### src/rtl/core/amd_pkg.sv
`default_nettype none
package amd_pkg;

  localparam int NumOutputs = 16;
  localparam int NumAxes    = 6;
  localparam int WrenchLen  = 6;
  localparam logic signed [15:0] QOne = 16'sd4096;

  typedef enum logic [1:0] {
    OP_COEF  = 2'd0,
    OP_LIMIT = 2'd1,
    OP_MIX   = 2'd2,
    OP_NONE  = 2'd3
  } op_e;

  typedef enum logic [2:0] {
    ST_IDLE,
    ST_MAC,
    ST_SCAN,
    ST_EMIT
  } state_e;

  // controller -> datapath
  typedef struct packed {
    logic clr_acc;   // start a new row sum
    logic mac;       // accumulate one product
    logic store_raw; // round and store the finished row
    logic clr_ext;   // clear overflow/underflow
    logic scan;      // fold one output into overflow/underflow
    logic emit;      // present one result
  } ctl_t;

  // X quadcopter default coefficient for row r, column c
  function automatic logic signed [15:0] quad_coef(int r, int c);
    logic signed [15:0] v;
    v = 16'sd0;
    if (r < 4 && c >= 2 && c < 6) begin
      case (r)
        0: v = (c == 2 || c == 5) ? QOne : -QOne;
        1: v = QOne;
        2: v = (c == 2 || c == 3) ? QOne : -QOne;
        default: v = (c == 2 || c == 4) ? QOne : -QOne;
      endcase
    end
    return v;
  endfunction

endpackage
`default_nettype wire

### src/rtl/core/amd_ctrl.sv
`default_nettype none
module amd_ctrl #(
  parameter int NUM_OUTPUTS = amd_pkg::NumOutputs,
  parameter int NUM_AXES    = amd_pkg::NumAxes,
  localparam int RW = (NUM_OUTPUTS > 1) ? $clog2(NUM_OUTPUTS) : 1,
  localparam int CW = (NUM_AXES > 1) ? $clog2(NUM_AXES) : 1
) (
  input  wire logic          clk_i,
  input  wire logic          rst_ni,
  input  wire logic          mix_i,
  output amd_pkg::ctl_t      ctl_o,
  output logic [RW-1:0]      row_o,
  output logic [CW-1:0]      col_o,
  output logic               busy_o
);

  amd_pkg::state_e state_q, state_d;
  logic [RW-1:0] row_q, row_d;
  logic [CW-1:0] col_q, col_d;
  logic row_last, col_last;

  assign row_last = (row_q == RW'(NUM_OUTPUTS - 1));
  assign col_last = (col_q == CW'(NUM_AXES - 1));

  always_ff @(posedge clk_i or negedge rst_ni) begin
    if (!rst_ni) begin
      state_q <= amd_pkg::ST_IDLE;
      row_q   <= '0;
      col_q   <= '0;
    end else begin
      state_q <= state_d;
      row_q   <= row_d;
      col_q   <= col_d;
    end
  end

  always_comb begin
    state_d = state_q;
    row_d   = row_q;
    col_d   = col_q;
    ctl_o   = '0;
    busy_o  = (state_q != amd_pkg::ST_IDLE);
    case (state_q)
      amd_pkg::ST_IDLE: begin
        if (mix_i) begin
          state_d       = amd_pkg::ST_MAC;
          row_d         = '0;
          col_d         = '0;
          ctl_o.clr_acc = 1'b1;
          ctl_o.clr_ext = 1'b1;
        end
      end
      amd_pkg::ST_MAC: begin
        ctl_o.mac = 1'b1;
        if (col_last) begin
          ctl_o.store_raw = 1'b1;
          ctl_o.clr_acc   = 1'b1;
          col_d           = '0;
          if (row_last) begin
            row_d   = '0;
            state_d = amd_pkg::ST_SCAN;
          end else begin
            row_d = row_q + 1'b1;
          end
        end else begin
          col_d = col_q + 1'b1;
        end
      end
      amd_pkg::ST_SCAN: begin
        ctl_o.scan = 1'b1;
        if (row_last) begin
          row_d   = '0;
          state_d = amd_pkg::ST_EMIT;
        end else begin
          row_d = row_q + 1'b1;
        end
      end
      amd_pkg::ST_EMIT: begin
        ctl_o.emit = 1'b1;
        if (row_last) begin
          row_d   = '0;
          state_d = amd_pkg::ST_IDLE;
        end else begin
          row_d = row_q + 1'b1;
        end
      end
      default: state_d = amd_pkg::ST_IDLE;
    endcase
  end

  assign row_o = row_q;
  assign col_o = col_q;

endmodule
`default_nettype wire

### src/rtl/core/amd_dp.sv
`default_nettype none
module amd_dp #(
  parameter int NUM_OUTPUTS = amd_pkg::NumOutputs,
  parameter int NUM_AXES    = amd_pkg::NumAxes,
  localparam int RW = (NUM_OUTPUTS > 1) ? $clog2(NUM_OUTPUTS) : 1,
  localparam int CW = (NUM_AXES > 1) ? $clog2(NUM_AXES) : 1,
  localparam int Depth = NUM_OUTPUTS * NUM_AXES
) (
  input  wire logic               clk_i,
  input  wire logic               rst_ni,
  input  wire logic               start_i,
  input  wire logic               busy_i,
  input  wire logic [1:0]         opcode_i,
  input  wire logic [3:0]         output_index_i,
  input  wire logic [2:0]         axis_index_i,
  input  wire logic signed [15:0] coef_value_i,
  input  wire logic signed [15:0] limit_low_i,
  input  wire logic signed [15:0] limit_high_i,
  input  wire logic signed [15:0] force_x_i,
  input  wire logic signed [15:0] force_y_i,
  input  wire logic signed [15:0] force_z_i,
  input  wire logic signed [15:0] torque_x_i,
  input  wire logic signed [15:0] torque_y_i,
  input  wire logic signed [15:0] torque_z_i,
  input  wire amd_pkg::ctl_t      ctl_i,
  input  wire logic [RW-1:0]      row_i,
  input  wire logic [CW-1:0]      col_i,
  output logic                    valid_o,
  output logic [3:0]              actuator_number_o,
  output logic signed [15:0]      actuator_value_o,
  output logic                    last_output_o
);

  localparam int AW = $clog2(Depth + 1);
  localparam int IW = (Depth > 1) ? $clog2(Depth) : 1;

  // coefficient table: no reset, registered read; entries never written since
  // reset read the quad layout instead
  logic signed [15:0] mix_q [Depth];
  logic [Depth-1:0]   set_q;
  logic signed [15:0] lo_q [NUM_OUTPUTS];
  logic signed [15:0] hi_q [NUM_OUTPUTS];
  logic signed [15:0] raw_q [NUM_OUTPUTS];
  logic signed [15:0] wrench_q [amd_pkg::WrenchLen];

  logic accept, wr_coef, wr_lim, row_ok;
  assign accept  = start_i && !busy_i;
  assign row_ok  = ({2'b0, output_index_i} < 6'(NUM_OUTPUTS));
  assign wr_coef = accept && (opcode_i == amd_pkg::OP_COEF) && row_ok
                   && ({1'b0, axis_index_i} < 4'(NUM_AXES));
  assign wr_lim  = accept && (opcode_i == amd_pkg::OP_LIMIT) && row_ok;

  logic [AW-1:0] waddr;
  assign waddr = AW'(output_index_i) * AW'(NUM_AXES) + AW'(axis_index_i);

  always_ff @(posedge clk_i or negedge rst_ni) begin
    if (!rst_ni) begin
      set_q <= '0;
      for (int r = 0; r < NUM_OUTPUTS; r++) begin
        lo_q[r] <= '0;
        hi_q[r] <= (r < 4) ? amd_pkg::QOne : 16'sd0;
      end
    end else begin
      if (wr_coef) set_q[waddr[IW-1:0]] <= 1'b1;
      if (wr_lim) begin
        lo_q[RW'(output_index_i)] <= limit_low_i;
        hi_q[RW'(output_index_i)] <= limit_high_i;
      end
    end
  end

  always_ff @(posedge clk_i) begin
    if (wr_coef) mix_q[waddr[IW-1:0]] <= coef_value_i;
  end

  always_ff @(posedge clk_i) begin
    if (accept && opcode_i == amd_pkg::OP_MIX) begin
      wrench_q[0] <= force_x_i;
      wrench_q[1] <= force_y_i;
      wrench_q[2] <= force_z_i;
      wrench_q[3] <= torque_x_i;
      wrench_q[4] <= torque_y_i;
      wrench_q[5] <= torque_z_i;
    end
  end

  // multiply-accumulate: operands registered, one product per cycle
  logic [AW-1:0] raddr;
  logic signed [15:0] coef, wcol;
  logic signed [15:0] coef_rd_q, coef_dft_q, wcol_q;
  logic coef_set_q, mac_q, store_q;
  logic [RW-1:0] mac_row_q;
  logic signed [31:0] prod;
  logic signed [35:0] acc_q, sum;
  logic signed [35:0] rnd;
  logic signed [23:0] fl;
  logic signed [15:0] raw_sat;
  assign raddr = AW'(row_i) * AW'(NUM_AXES) + AW'(col_i);

  always_comb begin
    wcol = 16'sd0;
    for (int k = 0; k < amd_pkg::WrenchLen; k++) begin
      if (int'(col_i) == k) wcol = wrench_q[k];
    end
  end

  always_ff @(posedge clk_i) begin
    if (ctl_i.mac) begin
      coef_rd_q  <= mix_q[raddr[IW-1:0]];
      coef_set_q <= set_q[raddr[IW-1:0]];
      coef_dft_q <= amd_pkg::quad_coef(int'(row_i), int'(col_i));
      wcol_q     <= wcol;
      mac_row_q  <= row_i;
    end
  end

  always_ff @(posedge clk_i or negedge rst_ni) begin
    if (!rst_ni) begin
      mac_q   <= 1'b0;
      store_q <= 1'b0;
    end else begin
      mac_q   <= ctl_i.mac;
      store_q <= ctl_i.store_raw;
    end
  end

  assign coef  = coef_set_q ? coef_rd_q : coef_dft_q;
  assign prod  = coef * wcol_q;
  assign sum   = acc_q + 36'(prod);
  assign rnd   = sum + 36'sd2048;
  assign fl    = rnd[35:12];
  assign raw_sat = (fl > 24'sd32767) ? 16'sd32767 :
                   (fl < -24'sd32768) ? -16'sd32768 : fl[15:0];

  // the last row is stored into raw_q while the scan reads row 0
  always_ff @(posedge clk_i) begin
    if (ctl_i.clr_acc && !ctl_i.mac) acc_q <= '0;
    else if (mac_q) acc_q <= store_q ? '0 : sum;
    if (store_q) raw_q[mac_row_q] <= raw_sat;
  end

  // desaturation scan and final clamp
  logic signed [17:0] over_q, under_q, v, lo, hi, dv, du, sh;
  assign v  = 18'(raw_q[row_i]);
  assign lo = 18'(lo_q[row_i]);
  assign hi = 18'(hi_q[row_i]);
  assign dv = v - hi;
  assign du = lo - v;

  always_ff @(posedge clk_i) begin
    if (ctl_i.clr_ext) begin
      over_q  <= '0;
      under_q <= '0;
    end else if (ctl_i.scan && !lo[17]) begin
      if (v > hi) begin
        if (dv > over_q) over_q <= dv;
      end else if (v < lo) begin
        if (du > under_q) under_q <= du;
      end
    end
  end

  always_comb begin
    sh = v;
    if (!lo[17]) sh = v - over_q + under_q;
    if (sh > hi) sh = hi;
    if (sh < lo) sh = lo;
  end

  always_ff @(posedge clk_i or negedge rst_ni) begin
    if (!rst_ni) valid_o <= 1'b0;
    else valid_o <= ctl_i.emit;
  end

  always_ff @(posedge clk_i) begin
    if (ctl_i.emit) begin
      actuator_number_o <= 4'(row_i);
      actuator_value_o  <= sh[15:0];
      last_output_o     <= (row_i == RW'(NUM_OUTPUTS - 1));
    end
  end

endmodule
`default_nettype wire

### src/rtl/core/actuator_mixer_desaturate.sv
// Mix item: accept, then the MAC pass over every row and axis on the one shared
// multiply-accumulate unit, then a scan pass and an emit pass over the outputs.
// The results come on consecutive cycles; a new item is accepted only once busy
// has dropped, so mix items never overlap.
// Writes do not raise busy. The receiver cannot stall; results strobed by valid_o.
// Reset (async, active low) loads the X quadcopter table and default limits.
`default_nettype none
module actuator_mixer_desaturate #(
  parameter int NUM_OUTPUTS = amd_pkg::NumOutputs,
  parameter int NUM_AXES    = amd_pkg::NumAxes
) (
  input  wire logic               clk_i,
  input  wire logic               rst_ni,
  input  wire logic               start,
  output logic                    busy,
  input  wire logic [1:0]         opcode_i,
  input  wire logic [3:0]         output_index_i,
  input  wire logic [2:0]         axis_index_i,
  input  wire logic signed [15:0] coef_value_i,
  input  wire logic signed [15:0] limit_low_i,
  input  wire logic signed [15:0] limit_high_i,
  input  wire logic signed [15:0] force_x_i,
  input  wire logic signed [15:0] force_y_i,
  input  wire logic signed [15:0] force_z_i,
  input  wire logic signed [15:0] torque_x_i,
  input  wire logic signed [15:0] torque_y_i,
  input  wire logic signed [15:0] torque_z_i,
  output logic                    valid_o,
  output logic [3:0]              actuator_number_o,
  output logic signed [15:0]      actuator_value_o,
  output logic                    last_output_o
);

  localparam int RW = (NUM_OUTPUTS > 1) ? $clog2(NUM_OUTPUTS) : 1;
  localparam int CW = (NUM_AXES > 1) ? $clog2(NUM_AXES) : 1;

  amd_pkg::ctl_t ctl;
  logic [RW-1:0] row;
  logic [CW-1:0] col;
  logic mix;

  assign mix = start && (opcode_i == amd_pkg::OP_MIX);

  amd_ctrl #(.NUM_OUTPUTS(NUM_OUTPUTS), .NUM_AXES(NUM_AXES)) u_ctrl (
    .clk_i, .rst_ni, .mix_i(mix), .ctl_o(ctl), .row_o(row), .col_o(col),
    .busy_o(busy)
  );

  amd_dp #(.NUM_OUTPUTS(NUM_OUTPUTS), .NUM_AXES(NUM_AXES)) u_dp (
    .clk_i, .rst_ni, .start_i(start), .busy_i(busy), .opcode_i,
    .output_index_i, .axis_index_i, .coef_value_i, .limit_low_i,
    .limit_high_i, .force_x_i, .force_y_i, .force_z_i, .torque_x_i,
    .torque_y_i, .torque_z_i, .ctl_i(ctl), .row_i(row), .col_i(col),
    .valid_o, .actuator_number_o, .actuator_value_o, .last_output_o
  );

endmodule
`default_nettype wire

### config.mk
export PLATFORM = sky130hd
export DESIGN_NAME = actuator_mixer_desaturate
export DESIGN_NICKNAME = d
export VERILOG_FILES = /design/src/rtl/core/amd_pkg.sv /design/src/rtl/core/amd_ctrl.sv /design/src/rtl/core/amd_dp.sv /design/src/rtl/core/actuator_mixer_desaturate.sv
export SDC_FILE = /design/constraint.sdc
export NUM_CORES = 2
export LEC_CHECK = 0
export BUFFER_PORTS_ARGS = -buffer_cell sky130_fd_sc_hd__buf_2
export CORE_UTILIZATION = 55
export CTS_CLUSTER_SIZE = 14
export DETAILED_ROUTE_END_ITERATION = 8
export HOLD_SLACK_MARGIN = 0.15
export PLACE_DENSITY = 0.71
export SETUP_SLACK_MARGIN = 0.15
export SLEW_MARGIN = 15
export SYNTH_ARGS = -nofsm -noshare
export SYNTH_HDL_FRONTEND = slang
export SYNTH_SLANG_ARGS = --single-unit
### constraint.sdc
create_clock -name clk_i -period 20.4 [get_ports clk_i]
set_clock_uncertainty 0.05 [all_clocks]
set_input_delay 4.08 -clock clk_i [delete_from_list [all_inputs] [get_ports clk_i]]
set_output_delay 4.08 -clock clk_i [all_outputs]
set_load 0.005 [all_outputs]
==> qor.yml <==
die:
  core_mm2: 0.220
  initial_core_util_pct: 55.5
  rows: 172
  io-pin-count: 179
  die_w_um: 473
  die_area_mm2: 0.224
  fp.dieH_um: 473
worst_setup_path:
  crit_fanout: 56
  reg2reg_depth: 39
  worst-setup-path-type: "register to register"
  cp_common_cell: "a21o_1"
  cp.required_ns: 20.97
  r2r_start: "u_ctrl.row_o[0]"
  reg2reg_slack_ns: 9.15
  startpoint_type: "register"
  worst_ep_arrival_time_ns: 11.82
  cp-end-kind: "register"
  r2r-end: "u_dp.actuator_value_o[10]"
  critPathMaxStageDelay_ns: 0.87
  cp_slowest_cell: "dfrtp_4"
global_routing:
  track_usage_pct: 27.1
  grt_max_degree: 187
  grt_pass1_wl_um: 447000
  overflow: 0
  grt_antenna_before_repair: 18
  grt_pass1_vias: 68900
timing:
  rsz0062_at_grt: "false"
  finalCritPeriodShare_pct: 55.2
  fmax_ghz: 0.0889
  slew_headroom_pct: 22.1
  fin_setup_tns_ns: 0
  period_minus_slack_ns: 11.25
  finalHoldViolations: 0
  slew_violations: 0
  setup_viol: 0
  worstMarginPinSlew_ns: 1.17
logic_synthesis:
  netlist_area_mm2: 0.122
  syn_area_per_cell_um2: 17.0
  yosysTopAreaCell: "edfxtp_1"
  synthTopCellsByArea: "edfxtp_1 (48%), mux4_2 (14%), dfrtp_1 (13%), fa_1 (5.5%), mux2_2 (5.1%)"
  synthArstFlopShare_pct: 23.5
  syn_inst: 7173
  yosysMostFrequentCell: "edfxtp_1"
  synth_top_area_share_pct: 47.9
  synth_commonest_cells: "edfxtp_1 (1948), mux4_2 (748), dfrtp_1 (616)"
  yosysUniqueCellTypes: 86
  synth-seq-area-share_pct: 61.7
  synth_warnings: 0
  synth_ff_type: "edfxtp_1"
  synth_nets: 7924
  synth-edff-count: 1948
  ys_ff_latch: 2638
cts:
  ctsLongestPathBuffers: 4
  ctsHtreeMaxLevel: 5
  postCtsSetupRepairBufs: 0
  worstSkewPairLatency_ns: 0.94
  post_cts_resized: 0
  cts_tree: "done"
  ctsHoldBuffers: 0
  path_clk_slew_ns: 0.06
  cts_buffers: 290
  cts_root_buf: "clkbuf_16"
  clkSinkCount: 2638
detailed_routing:
  drcViolationCount: 0
  antenna_left: 0
  vias: 65600
  routed_wl_um: 298000
  wl_per_cell_um: 28.0
  dr.pass1.iters: 5
  drtIter0Drc: 5859
  vias_per_cell: 6.17
place:
  numPortBuffers: 178
  place_area_mm2: 0.127
  hpwl_um: 184000
  gp_congestion: 0.881
layout:
  drive_gt1_share_pct: 29.0
  fin_nets: 8208
  area_growth_pct: 11.3
  fin_area_mm2: 0.136
min_path:
  hold_path_class: "register to register"
  holdCritStartpoint: "u_dp.set_q[58]"
  min_path_cells: 1
  min_to: "u_dp.set_q[58]"
status:
  status: "complete, no violations"
run:
  max-cap-violations: 0
-- stage by stage --
stage                     instances  worst slack [ns]  hold WS (ns)  util [%]
after floorplan                7173             10.25         0.384         -
after CTS                     10600              8.73         0.411      61.7
after detailed placement      10100              8.85         0.397      57.7
final                         10600              9.15         0.411      61.8
after global placement        10100              8.86         0.396      57.7
after global routing          10600              8.21         0.429      61.8
-- per-layer routing --
layer  global-route usage (%)  up-vias  share of wire [%]
met5                        0        -             0.0091
met4                     9.99        4                3.7
met3                     3.42      568                5.7
met2                     46.3     2318                 51
met1                     35.8    34800                 40
li1                         -    27800                  -
-- cell type report --
type	count	area (um2)
Antenna cell	12	30.0
Clock buffer	409	8100
Clock inverter	87	733
Fill cell	15600	84200
Inverter	472	1770
Multi-Input combinational cell	3679	43700
Sequential cell	2638	75400
Tap cell	2958	3700
Timing Repair Buffer	376	2480
-- critical path: cells and delay by family, from the launching register on --
family / cells / cell delay, ns
AND/OR/NAND/NOR: 8 / 1.16
multiplexers: 3 / 1.59
buffers and inverters: 2 / 0.98
adder cells (fa/ha/maj): 4 / 1.37
XOR/XNOR: 1 / 0.16
flip-flops: 1 / 0.87
AO/OA/AOI/OAI: 21 / 4.76
-- cell families (layout without fill, tap and decap cells) --
| kind of cell | count (synthesis) | in the layout | synth area share, % |
|---|---|---|---|
| fa+ha+maj | 595 | 595 | 8.16 |
| other cells | 0 | 12 | 0 |
| compound gates | 527 | 527 | 2.76 |
| buf+inv | 856 | 1344 | 2.67 |
| flops | 2638 | 2638 | 61.7 |
| mux | 1408 | 1408 | 19.8 |
| simple gates | 1050 | 1050 | 4.20 |
| xor+xnor | 99 | 99 | 0.727 |
-- cells in the final DEF, fill, tap and decap left out, types with 13 or more instances in the layout --
cell / n
nand3_1: 41
mux2_2: 556
nor3_1: 26
o211ai_1: 29
o221ai_1: 18
clkbuf_16: 298
mux2i_1: 104
inv_1: 471
a21oi_1: 177
o21ai_0: 94
o21a_1: 16
dfxtp_1: 70
or2_2: 73
xnor2_1: 59
clkbuf_1: 88
dfrtp_1: 611
nand2b_1: 26
nand2_2: 16
and3_1: 106
o21bai_1: 43
buf_4: 206
a21o_1: 51
clkbuf_8: 23
a211oi_1: 23
nor2b_1: 45
nor2_2: 13
and2_1: 52
edfxtp_1: 1948
buf_2: 163
clkinv_2: 34
fa_1: 336
clkinv_1: 20
nand4_1: 28
or3_1: 19
nand2_1: 261
nor2_1: 294
mux4_2: 748
xor2_1: 35
ha_1: 256
-- how the worst max path moves through the flow --
stage	from	cells past startpoint	endpoint
final	u_ctrl.row_o[0]	39	u_dp.actuator_value_o[10]
after global routing	u_ctrl.row_o[0]	39	u_dp.actuator_value_o[2]
after CTS	u_ctrl.row_o[0]	39	u_dp.actuator_value_o[12]
after detailed placement	u_ctrl.row_o[0]	38	u_dp.actuator_value_o[9]
after global placement	u_ctrl.row_o[0]	39	u_dp.actuator_value_o[7]
after floorplan	u_ctrl.row_o[0]	45	u_dp.actuator_value_o[10]
-- state kept, by name, indices dropped and copies added, names as in the netlist, 2 cells and up --
| register | flops |
|---|---|
| u_ctrl.state_q | 2 |
| u_dp.wrench_q | 96 |
| u_dp.under_q | 17 |
| u_dp.coef_dft_q | 2 |
| u_dp.coef_rd_q | 16 |
| u_dp.set_q | 96 |
| u_ctrl.col_o | 3 |
| u_dp.mix_q | 1536 |
| u_dp.raw_q | 256 |
| u_dp.actuator_value_o | 16 |
| u_dp.lo_q | 256 |
| u_ctrl.row_o | 4 |
| u_dp.actuator_number_o | 4 |
| u_dp.mac_row_q | 4 |
| u_dp.acc_q | 36 |
| u_dp.wcol_q | 16 |
| u_dp.over_q | 17 |
| u_dp.hi_q | 256 |
Power is left out: the tool's default activity adds up to more than one toggle a clock period on the data nets, which glitch-free logic cannot reach.
